## config.mk

```make
export PLATFORM = sky130hd
export DESIGN_NAME = elevator_request_controller
export DESIGN_NICKNAME = d
export VERILOG_FILES = /design/src/hdl/erc_pkg.sv /design/src/hdl/elevator_request_controller.sv /design/src/hdl/erc_cell.sv
export SDC_FILE = /design/constraint.sdc
export NUM_CORES = 1
export LEC_CHECK = 0
export BUFFER_PORTS_ARGS = -buffer_cell sky130_fd_sc_hd__buf_2
export CAP_MARGIN = 40
export CORE_ASPECT_RATIO = 0.7
export CORE_UTILIZATION = 35
export DETAILED_ROUTE_END_ITERATION = 7
export PLACE_DENSITY = 0.53
export SYNTH_ARGS = -nofsm -noshare
export SYNTH_HDL_FRONTEND = slang
export SYNTH_SLANG_ARGS = --single-unit
export TNS_END_PERCENT = 5
```

## constraint.sdc

```tcl
create_clock -name clk -period 8.63 [get_ports clk]
set_input_delay 1.726 -clock clk [delete_from_list [all_inputs] [get_ports clk]]
set_output_delay 1.726 -clock clk [all_outputs]
set_load 0.01 [all_outputs]
```

## src/hdl/erc_pkg.sv

```systemverilog
// Shared types and codes for the elevator request controller.
// Used by erc_cell and elevator_request_controller; no dependencies.
`timescale 1ns / 1ps
`default_nettype none

package erc_pkg;

  localparam int FLOOR_W         = 4;
  localparam int QUEUE_DEPTH_DEF = 16;
  localparam logic [FLOOR_W-1:0] TOP_FLOOR = 4'd9;

  localparam logic [1:0] FN_TICK   = 2'd0;
  localparam logic [1:0] FN_SUMMON = 2'd1;
  localparam logic [1:0] FN_SELECT = 2'd2;

  localparam logic [3:0] ST_INVALID    = 4'd0;
  localparam logic [3:0] ST_DUPLICATE  = 4'd1;
  localparam logic [3:0] ST_ACCEPTED   = 4'd2;
  localparam logic [3:0] ST_FULL       = 4'd3;
  localparam logic [3:0] ST_DEST_SET   = 4'd4;
  localparam logic [3:0] ST_NO_REQUEST = 4'd5;
  localparam logic [3:0] ST_LEAVING    = 4'd6;
  localparam logic [3:0] ST_WAITING    = 4'd7;
  localparam logic [3:0] ST_UP         = 4'd8;
  localparam logic [3:0] ST_DOWN       = 4'd9;
  localparam logic [3:0] ST_ARRIVED    = 4'd10;
  localparam logic [3:0] ST_IDLE       = 4'd11;
  localparam logic [3:0] ST_UNUSED     = 4'd12;

  localparam logic [1:0] DIR_IDLE = 2'd0;
  localparam logic [1:0] DIR_UP   = 2'd1;
  localparam logic [1:0] DIR_DOWN = 2'd2;

  typedef struct packed {
    logic [FLOOR_W-1:0] summon;
    logic [FLOOR_W-1:0] dest;
    logic               has_dest;
  } entry_t;

  typedef struct packed {
    logic               active;
    logic               select;
    logic [FLOOR_W-1:0] floor;
    logic               found;
  } token_t;

endpackage

`default_nettype wire

```

## src/hdl/elevator_request_controller.sv

```systemverilog
// Top level of the single-car elevator request controller: car state, timing
// and a row of erc_cell queue slots walked by a scan token. Uses erc_pkg, erc_cell.
//
// channel | direction | handshake              | payload
// in      | input     | in_valid / in_stall    | func, floor
// out     | output    | out_valid / out_stall  | status, current_floor, direction,
//         |           |                        | waiting, elapsed_ticks, queue_count
// cfg     | input     | cfg_we                 | cfg_data (dwell_ticks)
//
// Tick, unused func and out-of-range floors: result registered in the cycle after accept.
// Summon and select: result once the scan token has passed through every cell of the row.
// One transaction is in work at a time; in_stall is high until it is done.
// rst is synchronous: queue empty, car at ground, idle, dwell_ticks 3.
// A stalled result holds in the output register; a new transaction is taken
// in the cycle the held one leaves.
`timescale 1ns / 1ps
`default_nettype none

module elevator_request_controller #(
  parameter int QUEUE_DEPTH = erc_pkg::QUEUE_DEPTH_DEF
) (
  input  wire logic                        clk,
  input  wire logic                        rst,
  input  wire logic                        in_valid,
  output logic                             in_stall,
  input  wire logic [1:0]                  func,
  input  wire logic [erc_pkg::FLOOR_W-1:0] floor,
  input  wire logic                        cfg_we,
  input  wire logic [7:0]                  cfg_data,
  output logic                             out_valid,
  input  wire logic                        out_stall,
  output logic [3:0]                       status,
  output logic [erc_pkg::FLOOR_W-1:0]      current_floor,
  output logic [1:0]                       direction,
  output logic                             waiting,
  output logic [31:0]                      elapsed_ticks,
  output logic [4:0]                       queue_count
);
  import erc_pkg::*;

  localparam int CW = $clog2(QUEUE_DEPTH + 1);

  localparam logic S_IDLE = 1'b0;
  localparam logic S_SCAN = 1'b1;

  logic               state, state_next;
  logic [CW-1:0]      count, count_next;
  logic [FLOOR_W-1:0] car, car_next;
  logic [1:0]         dir, dir_next;
  logic               dwell_active, dwell_active_next;
  logic [7:0]         dwell_count, dwell_count_next;
  logic [31:0]        ticks, ticks_next;
  logic [7:0]         dwell_ticks;

  logic               accept;
  logic               in_range;
  logic               scan_start;
  logic               done;
  logic               result_load;
  logic [3:0]         res_status;
  logic               shift_en;
  logic               push_en;
  logic [7:0]         dwell_inc;
  logic [FLOOR_W-1:0] target;
  entry_t             push_data;
  entry_t             head;

  token_t token_chain [QUEUE_DEPTH+1];
  entry_t entries     [QUEUE_DEPTH];

  assign accept     = in_valid && !in_stall;
  assign in_range   = floor <= TOP_FLOOR;
  assign scan_start = accept && in_range && ((func == FN_SUMMON) || (func == FN_SELECT));
  assign done       = (state == S_SCAN) && token_chain[QUEUE_DEPTH].active;
  assign in_stall   = (state != S_IDLE) || (out_valid && out_stall);
  assign head       = entries[0];
  assign dwell_inc  = dwell_count + 8'd1;
  assign target     = head.has_dest ? head.dest : head.summon;

  assign push_data.summon   = token_chain[QUEUE_DEPTH].floor;
  assign push_data.dest     = '0;
  assign push_data.has_dest = 1'b0;

  always_comb begin
    token_chain[0].active = scan_start;
    token_chain[0].select = func == FN_SELECT;
    token_chain[0].floor  = floor;
    token_chain[0].found  = 1'b0;
  end

  genvar gi;
  generate
    for (gi = 0; gi < QUEUE_DEPTH; gi++) begin : g_cell
      entry_t shift_src;
      if (gi == QUEUE_DEPTH - 1) begin : g_last
        assign shift_src = '0;
      end else begin : g_mid
        assign shift_src = entries[gi+1];
      end
      erc_cell #(
        .QUEUE_DEPTH (QUEUE_DEPTH),
        .INDEX       (gi)
      ) u_cell (
        .clk       (clk),
        .rst       (rst),
        .count     (count),
        .car_floor (car),
        .shift_en  (shift_en),
        .shift_in  (shift_src),
        .push_en   (push_en),
        .push_data (push_data),
        .token_in  (token_chain[gi]),
        .token_out (token_chain[gi+1]),
        .entry     (entries[gi])
      );
    end
  endgenerate

  always_comb begin
    state_next        = state;
    count_next        = count;
    car_next          = car;
    dir_next          = dir;
    dwell_active_next = dwell_active;
    dwell_count_next  = dwell_count;
    ticks_next        = ticks;
    result_load       = 1'b0;
    res_status        = ST_UNUSED;
    shift_en          = 1'b0;
    push_en           = 1'b0;

    if (scan_start) begin
      state_next = S_SCAN;
    end else if (accept) begin
      result_load = 1'b1;
      unique case (func)
        FN_TICK: begin
          ticks_next = ticks + 32'd1;
          if (dwell_active) begin
            if (dwell_inc >= dwell_ticks) begin
              dwell_active_next = 1'b0;
              dwell_count_next  = '0;
              res_status        = ST_LEAVING;
            end else begin
              dwell_count_next = dwell_inc;
              res_status       = ST_WAITING;
            end
          end else if (count != '0) begin
            if (car < target) begin
              dir_next   = DIR_UP;
              car_next   = car + FLOOR_W'(1);
              res_status = ST_UP;
            end else if (car > target) begin
              dir_next   = DIR_DOWN;
              car_next   = car - FLOOR_W'(1);
              res_status = ST_DOWN;
            end else begin
              dir_next          = DIR_IDLE;
              dwell_active_next = 1'b1;
              shift_en          = 1'b1;
              count_next        = count - CW'(1);
              res_status        = ST_ARRIVED;
            end
          end else begin
            dir_next   = DIR_IDLE;
            res_status = ST_IDLE;
          end
        end
        FN_SUMMON, FN_SELECT: res_status = ST_INVALID;
        default: res_status = ST_UNUSED;
      endcase
    end else if (done) begin
      state_next  = S_IDLE;
      result_load = 1'b1;
      if (token_chain[QUEUE_DEPTH].select) begin
        res_status = token_chain[QUEUE_DEPTH].found ? ST_DEST_SET : ST_NO_REQUEST;
      end else if (token_chain[QUEUE_DEPTH].found) begin
        res_status = ST_DUPLICATE;
      end else if (count == CW'(QUEUE_DEPTH)) begin
        res_status = ST_FULL;
      end else begin
        push_en    = 1'b1;
        count_next = count + CW'(1);
        res_status = ST_ACCEPTED;
      end
    end
  end

  always_ff @(posedge clk) begin
    if (rst) begin
      state        <= S_IDLE;
      count        <= '0;
      car          <= '0;
      dir          <= DIR_IDLE;
      dwell_active <= 1'b0;
      dwell_count  <= '0;
      ticks        <= '0;
      dwell_ticks  <= 8'd3;
      out_valid    <= 1'b0;
    end else begin
      state        <= state_next;
      count        <= count_next;
      car          <= car_next;
      dir          <= dir_next;
      dwell_active <= dwell_active_next;
      dwell_count  <= dwell_count_next;
      ticks        <= ticks_next;
      if (cfg_we) begin
        dwell_ticks <= cfg_data;
      end
      if (result_load) begin
        out_valid <= 1'b1;
      end else if (!out_stall) begin
        out_valid <= 1'b0;
      end
    end
  end

  always_ff @(posedge clk) begin
    if (result_load) begin
      status        <= res_status;
      current_floor <= car_next;
      direction     <= dir_next;
      waiting       <= dwell_active_next;
      elapsed_ticks <= ticks_next;
      queue_count   <= 5'(count_next);
    end
  end

  a_busy_stalls: assert property (@(posedge clk) disable iff (rst)
    (state == S_SCAN) |-> in_stall)
    else $error("transaction taken during a scan");

  a_count_bound: assert property (@(posedge clk) disable iff (rst)
    count <= CW'(QUEUE_DEPTH))
    else $error("queue count above depth");

  a_dwell_idle: assert property (@(posedge clk) disable iff (rst)
    dwell_active |-> (dir == DIR_IDLE))
    else $error("motor running during dwell");

  a_scan_holds_state: assert property (@(posedge clk) disable iff (rst)
    (state == S_SCAN) && !done |=> $stable(count) && $stable(car))
    else $error("queue or car changed during a scan");

  a_single_result: assert property (@(posedge clk) disable iff (rst)
    result_load |-> !(out_valid && out_stall))
    else $error("result overwrites a held transaction");

endmodule

`default_nettype wire

```

## src/hdl/erc_cell.sv

```systemverilog
// One queue slot of the request row: holds an entry, shifts on pop,
// and checks the scan token as it passes to the next slot. Uses erc_pkg.
`timescale 1ns / 1ps
`default_nettype none

module erc_cell #(
  parameter int QUEUE_DEPTH = erc_pkg::QUEUE_DEPTH_DEF,
  parameter int INDEX       = 0,
  localparam int CW         = $clog2(QUEUE_DEPTH + 1)
) (
  input  wire logic                           clk,
  input  wire logic                           rst,
  input  wire logic [CW-1:0]                  count,
  input  wire logic [erc_pkg::FLOOR_W-1:0]    car_floor,
  input  wire logic                           shift_en,
  input  wire erc_pkg::entry_t                shift_in,
  input  wire logic                           push_en,
  input  wire erc_pkg::entry_t                push_data,
  input  wire erc_pkg::token_t                token_in,
  output erc_pkg::token_t                     token_out,
  output erc_pkg::entry_t                     entry
);
  import erc_pkg::*;

  logic   occupied;
  logic   open_req;
  logic   hit_summon;
  logic   claim;
  token_t token_next;

  assign occupied   = CW'(INDEX) < count;
  assign open_req   = occupied && !entry.has_dest;
  assign hit_summon = token_in.active && !token_in.select && open_req &&
                      (entry.summon == token_in.floor);
  assign claim      = token_in.active && token_in.select && !token_in.found &&
                      open_req && (entry.summon == car_floor);

  always_comb begin
    token_next       = token_in;
    token_next.found = token_in.found || hit_summon || claim;
  end

  always_ff @(posedge clk) begin
    if (shift_en) begin
      entry <= shift_in;
    end else if (push_en && (count == CW'(INDEX))) begin
      entry <= push_data;
    end else if (claim) begin
      entry.dest     <= token_in.floor;
      entry.has_dest <= 1'b1;
    end
  end

  always_ff @(posedge clk) begin
    if (rst) begin
      token_out.active <= 1'b0;
    end else begin
      token_out <= token_next;
    end
  end

endmodule

`default_nettype wire
```

==> results.sh, run 1 <==
export IMPL_final_common_cell="edfxtp_1"
export IMPL_ant_nets=0
export IMPL_grt_antenna_before_repair=0
export IMPL_nFillCells=4263
export IMPL_grt_first_pass_wirelength_mm=62.72
export IMPL_fmax_ghz=0.2001
export IMPL_hp_start="g_cell[10].u_cell.token_out[6]$_SDFF_PP0_"
export IMPL_viasPerCell=5.170
export IMPL_final_cell_mix="279 x edfxtp_1, 134 x nand2_1, 88 x xnor2_1"
export IMPL_cts_tree="done"
export IMPL_totalWireLength_mm=41.06
export IMPL_grt_max_degree=71
export IMPL_crit_required_ns=8.80
export IMPL_final_period_utilization_pct=57.90
export IMPL_core_region_area_mm2=0.04563
export IMPL_comb_power_share_pct=4.6
export IMPL_diodes=0
export IMPL_critPathMaxFanout=61
export IMPL_cts_setup_buffers=0
export IMPL_p_int_mw=2.972
export IMPL_yosysUniqueCellTypes=67
export IMPL_numCtsBuffers=37
export IMPL_fp_row_count=65
export IMPL_drtIter0Drc=1098
export IMPL_status="complete, but fails checks"
export IMPL_vias=10620
export IMPL_gp_congestion=0.8377
export IMPL_yosys_warnings=0
export IMPL_synth_nets=1398
export IMPL_hold_class="reg -> reg"
export IMPL_layout_drive_gt1_share_pct=11.93
export IMPL_min_period_ns=4.997
export IMPL_relSlewSlack_pct=37.83
export IMPL_maxCapViolations=0
export IMPL_async_reset_ff_share_pct=0
export IMPL_remaining_drc_errors=4
export IMPL_crit_path_start_kind="input port"
export IMPL_dp_hpwl_mm=28.23
export IMPL_synth_ff_type="edfxtp_1"
export IMPL_start_util_pct=35.93
export IMPL_grt_overflow=0
export IMPL_avgSynthCellArea_um2=12.10
export IMPL_arrival_ns=5.16
export IMPL_die_area_mm2=0.04772
export IMPL_slowest_delay_ns=0.86
export IMPL_violations="DRC"
export IMPL_grt_pass1_vias=10050
export IMPL_cp_num_buf_inv=3
export IMPL_finalSetupTns_ns=0
export IMPL_critPathSlowestCell="a2111oi_4"
export IMPL_ir_worst_vdd_mv=0.1572
export IMPL_synth_seq_area_share_pct=61.73
export IMPL_clock_latency_ns=0.54
export IMPL_drt_pass1_iterations=7
export IMPL_clkSinkCount=366
export IMPL_clockPowerShare_pct=43.4
export IMPL_finClkSkew_ns=0.01473
export IMPL_post_cts_resized=0
export IMPL_netlist_area_mm2=0.01639
export IMPL_crit_reg2reg_launch="car[0]$_SDFF_PP0_"
export IMPL_htreeDepth=2
export IMPL_synth_ff_latch_count=366
export IMPL_ios=69
export IMPL_clk_path_buf_depth=3
export IMPL_p_leak_nw=7.196
export IMPL_p_switching_mw=0.8489
export IMPL_synth_edf_count=279
export IMPL_startpoint="func[0]"
export IMPL_rsz0062_at_grt="no"
export IMPL_p_total_mw=3.821
export IMPL_io_buffers=68
export IMPL_chipWidth_um=260.7
export IMPL_seqPwrFrac_pct=52.0
export IMPL_clk_pin_slew_worst_paths_ns=0.07
export IMPL_critPathKind="in -> reg"
export IMPL_cts_hold_buf=0
export IMPL_gr_usage_all_layers_pct=17.25
export IMPL_nNetsFinal=1464
export IMPL_critPathTopFamily="compound AO/OA/AOI/OAI gates"
export IMPL_die_h_um=183.1
export IMPL_cp_cell_sequence="buf_2 > inv_1 > ha_1 > a2111oi_4 > and3_4 > buf_4 > a21oi_1 > o21ai_0"
export IMPL_wire_per_inst_um=20.00
export IMPL_cp_end_kind="flop"
export IMPL_drv_slew=0
export IMPL_synthCells=1355
export IMPL_worst_slew_pin_slew_ns=0.9325
export IMPL_setup_viol=0
export IMPL_area_growth_pct=14.08
export IMPL_hold_viol=0
export IMPL_cts_root_buffer="clkbuf_16"
export IMPL_p_per_area_mw_per_mm2=204.3
export IMPL_swShare_pct=22.22
[sequential cells by signal, indices dropped and copies added, names as in the netlist, 2 cells and up]
name and flops:
g_cell.u_cell.token_out 112, elapsed_ticks 32, queue_count 5, dwell_ticks 8
direction 2, g_cell.u_cell.entry 144, dwell_count 8, current_floor 4
car 4, ticks 32, status 4, count 5
dir 2
[stage by stage]
stage          area (µm²)  util (%)  hold slack (ns)  instances  setup slack [ns]
2_1_floorplan       16390         -           0.4293       1355             3.517
3_3_place_gp        17330     37.98           0.4530       1976             3.141
3_5_place_dp        17470     38.29           0.4432       1985             3.024
4_1_cts             18700     40.99           0.4640       2053             3.608
5_1_grt             18700     40.99           0.4718       2053             3.314
6_report            18700     40.99           0.4631       2053             3.633
[per-layer routing]
metal	vias up	GRT usage [%]	wire [µm]
met2	284	22.04	15750
met1	5239	28.74	22080
met5	-	0	0
met4	0	4.515	843
li1	5029	-	-
met3	63	3.054	2383
[power by group through the flow]
stage	Combinational [mW]	Clock, mW	Sequential [mW]
final	0.177	1.66	1.99
after global placement	0.169	0	2.03
after floorplan	0.101	0	2.02
after detailed placement	0.178	0	2.02
after CTS	0.179	1.70	1.99
after global routing	0.194	1.77	1.99
[cells in the mapped netlist, drive strengths merged, types with 33 or more instances]
library cell,instances,share of area [%]
nor2,70,1.6
a21o,64,2.9
xor2,81,4.3
inv,34,0.78
nand2,135,3.1
clkbuf,34,0.78
dfxtp,87,11
nand3,80,2.5
nor3,33,1.0
edfxtp,279,51
xnor2,88,4.7
and2,46,1.8
a21oi,40,1.2
[path summary, 6_finish.rpt]
check	endpoint	slack (ns)	depth (start not counted)
setup reg to reg	g_cell[12].u_cell.entry[0]$_DFFE_PP_	4.18	9
hold reg to reg	g_cell[11].u_cell.token_out[6]$_SDFF_PP0_	0.46	1
hold / removal	g_cell[11].u_cell.token_out[6]$_SDFF_PP0_	0.46	1
setup / recovery	g_cell[12].u_cell.entry[0]$_DFFE_PP_	3.63	8
[kinds of logic after synthesis]
group | count (synthesis) | share of synthesized area, %
AOI/OAI and AO/OA | 204 | 8.884
xor gates and xnor gates | 169 | 9.028
adders and majority gates | 24 | 1.832
buffers and inverters | 96 | 2.374
DFF | 366 | 61.73
muxes | 23 | 1.435
and+or+nand+nor | 473 | 14.72
[area by class of cell]
class | count | area, µm² | area share (%)
flip-flops and latches | 366 | 10120 | 54.11
multi-input cells | 893 | 5893 | 31.51
well taps | 603 | 754.5 | 4.034
clock inverters | 26 | 236.5 | 1.264
clock buffers | 42 | 997.2 | 5.332
inverters | 34 | 130.1 | 0.6957
repair buffers | 89 | 571.8 | 3.057
Note: power is estimated with default switching activity, not from simulation.
==> run 2, diff against run 1 <==
--- a/config.mk
+++ b/config.mk
@@ -10,7 +10,7 @@
 export CORE_ASPECT_RATIO = 0.7
 export CORE_UTILIZATION = 35
 export DETAILED_ROUTE_END_ITERATION = 7
-export PLACE_DENSITY = 0.53
+export PLACE_DENSITY = 0.55
 export SYNTH_ARGS = -nofsm -noshare
 export SYNTH_HDL_FRONTEND = slang
 export SYNTH_SLANG_ARGS = --single-unit
==> constraint.sdc (replaced) <==
create_clock -name clk -period 4.5 [get_ports clk]
set_input_delay 0.9 -clock clk [delete_from_list [all_inputs] [get_ports clk]]
set_output_delay 0.9 -clock clk [all_outputs]
set_load 0.01 [all_outputs]
==> run 2 against run 1 <==
Net effect:
- the flow still finishes with violations (DRC)
- die area is the same
- highest routed layer unchanged
- critical path depth unchanged
- hold slack worse by 0.0024 ns
- sequential share of layout area increased by 0.24 points
- setup slack got worse by 2.7 ns
==> results.sh, run 2 (synthesis results as in run 1) <==
export IMPL_grt_max_degree=77
export IMPL_arrival_ns=3.83
export IMPL_comb_power_share_pct=4.7
export IMPL_swShare_pct=22.02
export IMPL_io_buffers=68
export IMPL_critPathKind="reg -> reg"
export IMPL_grt_first_pass_wirelength_mm=63.36
export IMPL_area_growth_pct=13.57
export IMPL_diodes=0
export IMPL_final_cell_mix="279 x edfxtp_1, 134 x nand2_1, 88 x xnor2_1"
export IMPL_layout_drive_gt1_share_pct=11.72
export IMPL_totalWireLength_mm=41.33
export IMPL_clk_pin_slew_worst_paths_ns=0.07
export IMPL_clk_path_buf_depth=3
export IMPL_wire_per_inst_um=20.13
export IMPL_relSlewSlack_pct=46.07
export IMPL_p_switching_mw=1.563
export IMPL_p_per_area_mw_per_mm2=381.1
export IMPL_grt_pass1_vias=10270
export IMPL_nNetsFinal=1468
export IMPL_final_period_utilization_pct=80.13
export IMPL_status="complete, but fails checks"
export IMPL_ant_nets=0
export IMPL_p_int_mw=5.532
export IMPL_crit_required_ns=4.73
export IMPL_critPathTopFamily="compound AO/OA/AOI/OAI gates"
export IMPL_rsz0062_at_grt="no"
export IMPL_setup_viol=0
export IMPL_drtIter0Drc=925
export IMPL_clockPowerShare_pct=41.5
export IMPL_hold_class="reg -> reg"
export IMPL_remaining_drc_errors=6
export IMPL_hold_viol=0
export IMPL_fin_cells=2053
export IMPL_ir_worst_vdd_mv=0.1599
export IMPL_chipWidth_um=260.7
export IMPL_slowest_delay_ns=0.67
export IMPL_nFillCells=4313
export IMPL_worst_r2r_endpoint="g_cell[14].u_cell.entry[3]$_DFFE_PP_"
export IMPL_vias=10620
export IMPL_cp_num_buf_inv=2
export IMPL_htreeDepth=2
export IMPL_seqPwrFrac_pct=53.8
export IMPL_maxCapViolations=0
export IMPL_post_cts_resized=0
export IMPL_rrSetupSlack_ns=0.89
export IMPL_worst_slew_pin_slew_ns=0.8005
export IMPL_crit_top_cell="a21oi_1"
export IMPL_fp_row_count=65
export IMPL_gr_usage_all_layers_pct=17.41
export IMPL_critPathSlowestCell="dfxtp_1"
export IMPL_viasPerCell=5.174
export IMPL_cts_root_buffer="clkbuf_16"
export IMPL_placedCellCount=1988
export IMPL_cp_cell_sequence="inv_1 > ha_1 > nor2b_1 > a21oi_1 > and3_4 > a21oi_1 > o41ai_1 > clkdlybuf4s15_2"
export IMPL_hold_end="g_cell[1].u_cell.token_out[6]$_SDFF_PP0_"
export IMPL_critPathMaxFanout=37
export IMPL_rr_worst_depth=8
export IMPL_gp_congestion=0.8204
export IMPL_cts_tree="done"
export IMPL_die_h_um=183.1
export IMPL_grt_overflow=0
export IMPL_violations="DRC"
export IMPL_core_region_area_mm2=0.04563
export IMPL_largest_reg_flops=144
export IMPL_grt_antenna_before_repair=0
export IMPL_cts_setup_buffers=0
export IMPL_clock_latency_ns=0.53
export IMPL_holdPathStages=1
export IMPL_dp_hpwl_mm=28.25
export IMPL_ios=69
export IMPL_largest_register="g_cell.u_cell.entry"
export IMPL_drv_slew=0
export IMPL_start_util_pct=35.93
export IMPL_numCtsBuffers=37
export IMPL_drt_pass1_iterations=8
export IMPL_clkSinkCount=366
export IMPL_crit_reg2reg_launch="count[1]$_SDFF_PP0_"
export IMPL_min_period_ns=3.606
export IMPL_cp_end_kind="flop"
export IMPL_crit_path_start_kind="flop"
export IMPL_cts_hold_buf=0
export IMPL_finClkSkew_ns=0.01930
export IMPL_fmax_ghz=0.2773
export IMPL_die_area_mm2=0.04772
export IMPL_hp_start="g_cell[0].u_cell.token_out[6]$_SDFF_PP0_"
export IMPL_top_regs="g_cell.u_cell.entry: 144 flops, g_cell.u_cell.token_out: 112 flops"
export IMPL_p_leak_nw=7.161
export IMPL_finalSetupTns_ns=0
export IMPL_final_common_cell="edfxtp_1"
## run 2: cell type report
type / instances / area, µm² / share of cell area, %
flip-flops and latches: 366 / 10120 / 54.35
multi-input cells: 893 / 5893 / 31.65
clock buffers: 53 / 1037 / 5.571
well taps: 603 / 754.5 / 4.052
repair buffers: 93 / 600.6 / 3.226
inverters: 34 / 130.1 / 0.6989
clock inverters: 11 / 83.83 / 0.4502
## run 2: routing by layer
metal  global-route usage, %  part of all wire [%]  wire length (µm)
met1                   29.00                    54             22160
met2                   22.86                    40             16340
met3                   2.888                   5.5              2272
met4                   3.556                   1.4               560
met5                       0                     0                 0
## run 2: worst max path at each step
stage                                   start                                   end  slack (ns)  cells past startpoint
final                     count[1]$_SDFF_PP0_  g_cell[14].u_cell.entry[3]$_DFFE_PP_        0.89                      8
after global routing      count[1]$_SDFF_PP0_  g_cell[10].u_cell.entry[4]$_DFFE_PP_        0.58                      8
after global placement                func[0]   g_cell[0].u_cell.entry[8]$_DFFE_PP_        0.94                      9
after CTS                 count[1]$_SDFF_PP0_  g_cell[10].u_cell.entry[1]$_DFFE_PP_        0.92                      8
after detailed placement              func[0]  g_cell[14].u_cell.entry[1]$_DFFE_PP_        0.82                      9
after floorplan                           rst           dwell_ticks[1]$_SDFFE_PP1P_        0.21                      3
## run 2: per-stage QoR
stage / util, % / cell area, µm² / power [mW] / setup slack, ns / hold slack (ns)
after floorplan: - / 16390 / 4.069 / 0.2133 / 0.4293
after global placement: 38.13 / 17400 / 4.213 / 0.9389 / 0.4460
after detailed placement: 38.32 / 17480 / 4.221 / 0.8179 / 0.4463
after CTS: 40.78 / 18600 / 7.164 / 0.9169 / 0.4627
after global routing: 40.81 / 18620 / 7.348 / 0.5751 / 0.4754
final: 40.81 / 18620 / 7.095 / 0.8942 / 0.4608
## run 2: power by group through the flow
stage                     clock network (mW)  logic (mW)  registers, mW
after detailed placement                   0       0.332           3.89
after global routing                    3.16       0.364           3.83
final                                   2.94       0.332           3.82
after floorplan                            0       0.193           3.88
after CTS                               3.01       0.332           3.82
after global placement                     0       0.321           3.89
==> run 3, diff against run 2 <==
--- a/config.mk
+++ b/config.mk
@@ -10,7 +10,7 @@
 export CORE_ASPECT_RATIO = 0.7
 export CORE_UTILIZATION = 35
 export DETAILED_ROUTE_END_ITERATION = 7
-export PLACE_DENSITY = 0.55
+export PLACE_DENSITY = 0.53
 export SYNTH_ARGS = -nofsm -noshare
 export SYNTH_HDL_FRONTEND = slang
 export SYNTH_SLANG_ARGS = --single-unit
==> constraint.sdc (replaced) <==
create_clock -name clk -period 3.4 [get_ports clk]
set_input_delay 0.68 -clock clk [delete_from_list [all_inputs] [get_ports clk]]
set_output_delay 0.68 -clock clk [all_outputs]
set_load 0.01 [all_outputs]
==> run 3 against run 2 <==
Net effect:
- the flow still finishes with violations (DRC)
- cell area up 0.31%
- total power up 31%
- die area unchanged
- final cell count up 0.73%
- routed wire length down 0.45%
- register-to-register slack worse by 0.55 ns
- hold slack worse by 0.089 ns
- setup slack worse by 0.55 ns
- fmax up 18%
- highest routed layer unchanged
==> results.sh, run 3 (synthesis results as in run 1) <==
export IMPL_finalSetupTns_ns=0
export IMPL_clkSinkCount=366
export IMPL_largest_register="g_cell.u_cell.entry"
export IMPL_hold_end="dwell_ticks[0]$_SDFFE_PP1P_"
export IMPL_critPathTopFamily="simple AND/OR/NAND/NOR gates"
export IMPL_clk_path_buf_depth=3
export IMPL_hold_class="in -> reg"
export IMPL_layout_drive_gt1_share_pct=12.56
export IMPL_crit_path_start_kind="flop"
export IMPL_die_area_mm2=0.04772
export IMPL_drtIter0Drc=1087
export IMPL_ant_nets=0
export IMPL_cts_setup_buffers=0
export IMPL_hold_viol=0
export IMPL_holdPathStages=3
export IMPL_fp_row_count=65
export IMPL_io_buffers=68
export IMPL_wire_per_inst_um=19.90
export IMPL_die_h_um=183.1
export IMPL_p_per_area_mw_per_mm2=498.4
export IMPL_area_growth_pct=13.92
export IMPL_fin_cells=2068
export IMPL_worst_r2r_endpoint="g_cell[12].u_cell.entry[6]$_DFFE_PP_"
export IMPL_post_cts_resized=0
export IMPL_nNetsFinal=1482
export IMPL_cts_root_buffer="clkbuf_16"
export IMPL_min_period_ns=3.060
export IMPL_timing_final_ws_setup_ns=0.3403
export IMPL_fmax_ghz=0.3268
export IMPL_start_util_pct=35.93
export IMPL_cp_num_buf_inv=1
export IMPL_rsz0062_at_grt="no"
export IMPL_critPathSlowestCell="edfxtp_1"
export IMPL_nFillCells=4276
export IMPL_rrSetupSlack_ns=0.34
export IMPL_grt_overflow=0
export IMPL_post_dp_cell_area_mm2=0.01756
export IMPL_cp_cell_sequence="mux2_2 > ha_1 > nand4_1 > nor2_1 > nand3_2 > and2_1 > buf_6 > a21o_1"
export IMPL_violations="DRC"
export IMPL_worst_slew_pin_slew_ns=0.7960
export IMPL_dp_hpwl_mm=28.03
export IMPL_clk_pin_slew_worst_paths_ns=0.07
export IMPL_totalWireLength_mm=41.14
export IMPL_viasPerCell=5.157
export IMPL_p_leak_nw=7.213
export IMPL_remaining_drc_errors=2
export IMPL_clock_latency_ns=0.54
export IMPL_numCtsBuffers=36
export IMPL_cts_hold_buf=0
export IMPL_critPathKind="reg -> reg"
export IMPL_grt_max_degree=129
export IMPL_relSlewSlack_pct=46.94
export IMPL_gp_congestion=0.8275
export IMPL_critPathMaxFanout=14
export IMPL_final_cell_mix="279 x edfxtp_1, 134 x nand2_1, 88 x xnor2_1"
export IMPL_rr_worst_depth=8
export IMPL_final_common_cell="edfxtp_1"
export IMPL_maxCapViolations=0
export IMPL_drv_slew=0
export IMPL_finClkSkew_ns=0.02183
export IMPL_status="complete, but fails checks"
export IMPL_chipWidth_um=260.7
export IMPL_gr_usage_all_layers_pct=17.26
export IMPL_postLayoutCellArea_mm2=0.01868
export IMPL_final_period_utilization_pct=89.99
export IMPL_crit_required_ns=3.68
export IMPL_htreeDepth=2
export IMPL_drt_pass1_iterations=8
export IMPL_largest_reg_flops=144
export IMPL_grt_antenna_before_repair=0
export IMPL_setup_viol=0
export IMPL_diodes=0
export IMPL_vias=10670
export IMPL_cts_tree="done"
export IMPL_grt_first_pass_wirelength_mm=62.79
export IMPL_ir_worst_vdd_mv=0.2274
export IMPL_ios=69
export IMPL_core_region_area_mm2=0.04563
export IMPL_placedCellCount=2003
export IMPL_place_ws_ns=0.2773
export IMPL_slowest_delay_ns=0.46
export IMPL_hp_start="cfg_data[0]"
export IMPL_top_regs="g_cell.u_cell.entry: 144 flops, g_cell.u_cell.token_out: 112 flops"
export IMPL_cp_end_kind="flop"
export IMPL_grt_pass1_vias=10230
export IMPL_crit_reg2reg_launch="g_cell[0].u_cell.entry[0]$_DFFE_PP_"
export IMPL_arrival_ns=3.34
## run 3: changes by cell type in the layout (fill, tap and decap cells not counted), moves of 2 or more
cell	before	now
buf_4	16	34
buf_6	0	2
buf_8	3	1
clkbuf_1	12	9
clkdlybuf4s15_2	2	0
clkinv_1	3	8
## run 3: worst max path at each step
stage	startpoint	end	slack, ns	cells after the start
floorplan	car[0]$_SDFF_PP0_	g_cell[13].u_cell.entry[0]$_DFFE_PP_	0.23	11
global placement	func[0]	g_cell[0].u_cell.entry[5]$_DFFE_PP_	0.33	7
detailed placement	func[0]	g_cell[7].u_cell.entry[6]$_DFFE_PP_	0.28	7
CTS	g_cell[0].u_cell.entry[0]$_DFFE_PP_	g_cell[3].u_cell.entry[6]$_DFFE_PP_	0.31	7
global route	g_cell[0].u_cell.entry[0]$_DFFE_PP_	g_cell[11].u_cell.entry[1]$_DFFE_PP_	0.09	8
finish	g_cell[0].u_cell.entry[0]$_DFFE_PP_	g_cell[12].u_cell.entry[6]$_DFFE_PP_	0.34	8
## run 3: layer usage
metal | part of all wire, % | up-vias | GRT usage (%)
met2 | 40 | 275 | 23.03
met3 | 5.7 | 49 | 3.275
met4 | 1.6 | 0 | 3.930
li1 | - | 5051 | -
met1 | 53 | 5290 | 28.01
met5 | 0 | - | 0
## run 3: layout make-up
type	instances	area [µm²]	area share, %
clock buffers	51	1040	5.567
flip-flops and latches	366	10120	54.18
repair buffers	108	678.2	3.631
clock inverters	13	57.56	0.3082
well taps	603	754.5	4.040
inverters	34	130.1	0.6967
multi-input cells	893	5897	31.57
## run 3: metrics by stage
step	hold slack, ns	power (mW)	util (%)
floorplan	0.4293	5.382	-
global placement	0.4539	5.586	38.43
detailed placement	0.4490	5.589	38.50
CTS	0.3525	9.424	40.90
global route	0.3809	9.637	40.94
finish	0.3718	9.309	40.94
## run 3: worst min-delay path, cell delays in order
cell and delay [ns]:
buf_2 0.07, mux2i_1 0.05, nand2_1 0.05
## run 3: where the power goes
part           switching [mW]  internal [mW]
Clock                    1.68           2.13
Combinational           0.271          0.178
Sequential              0.101           4.95
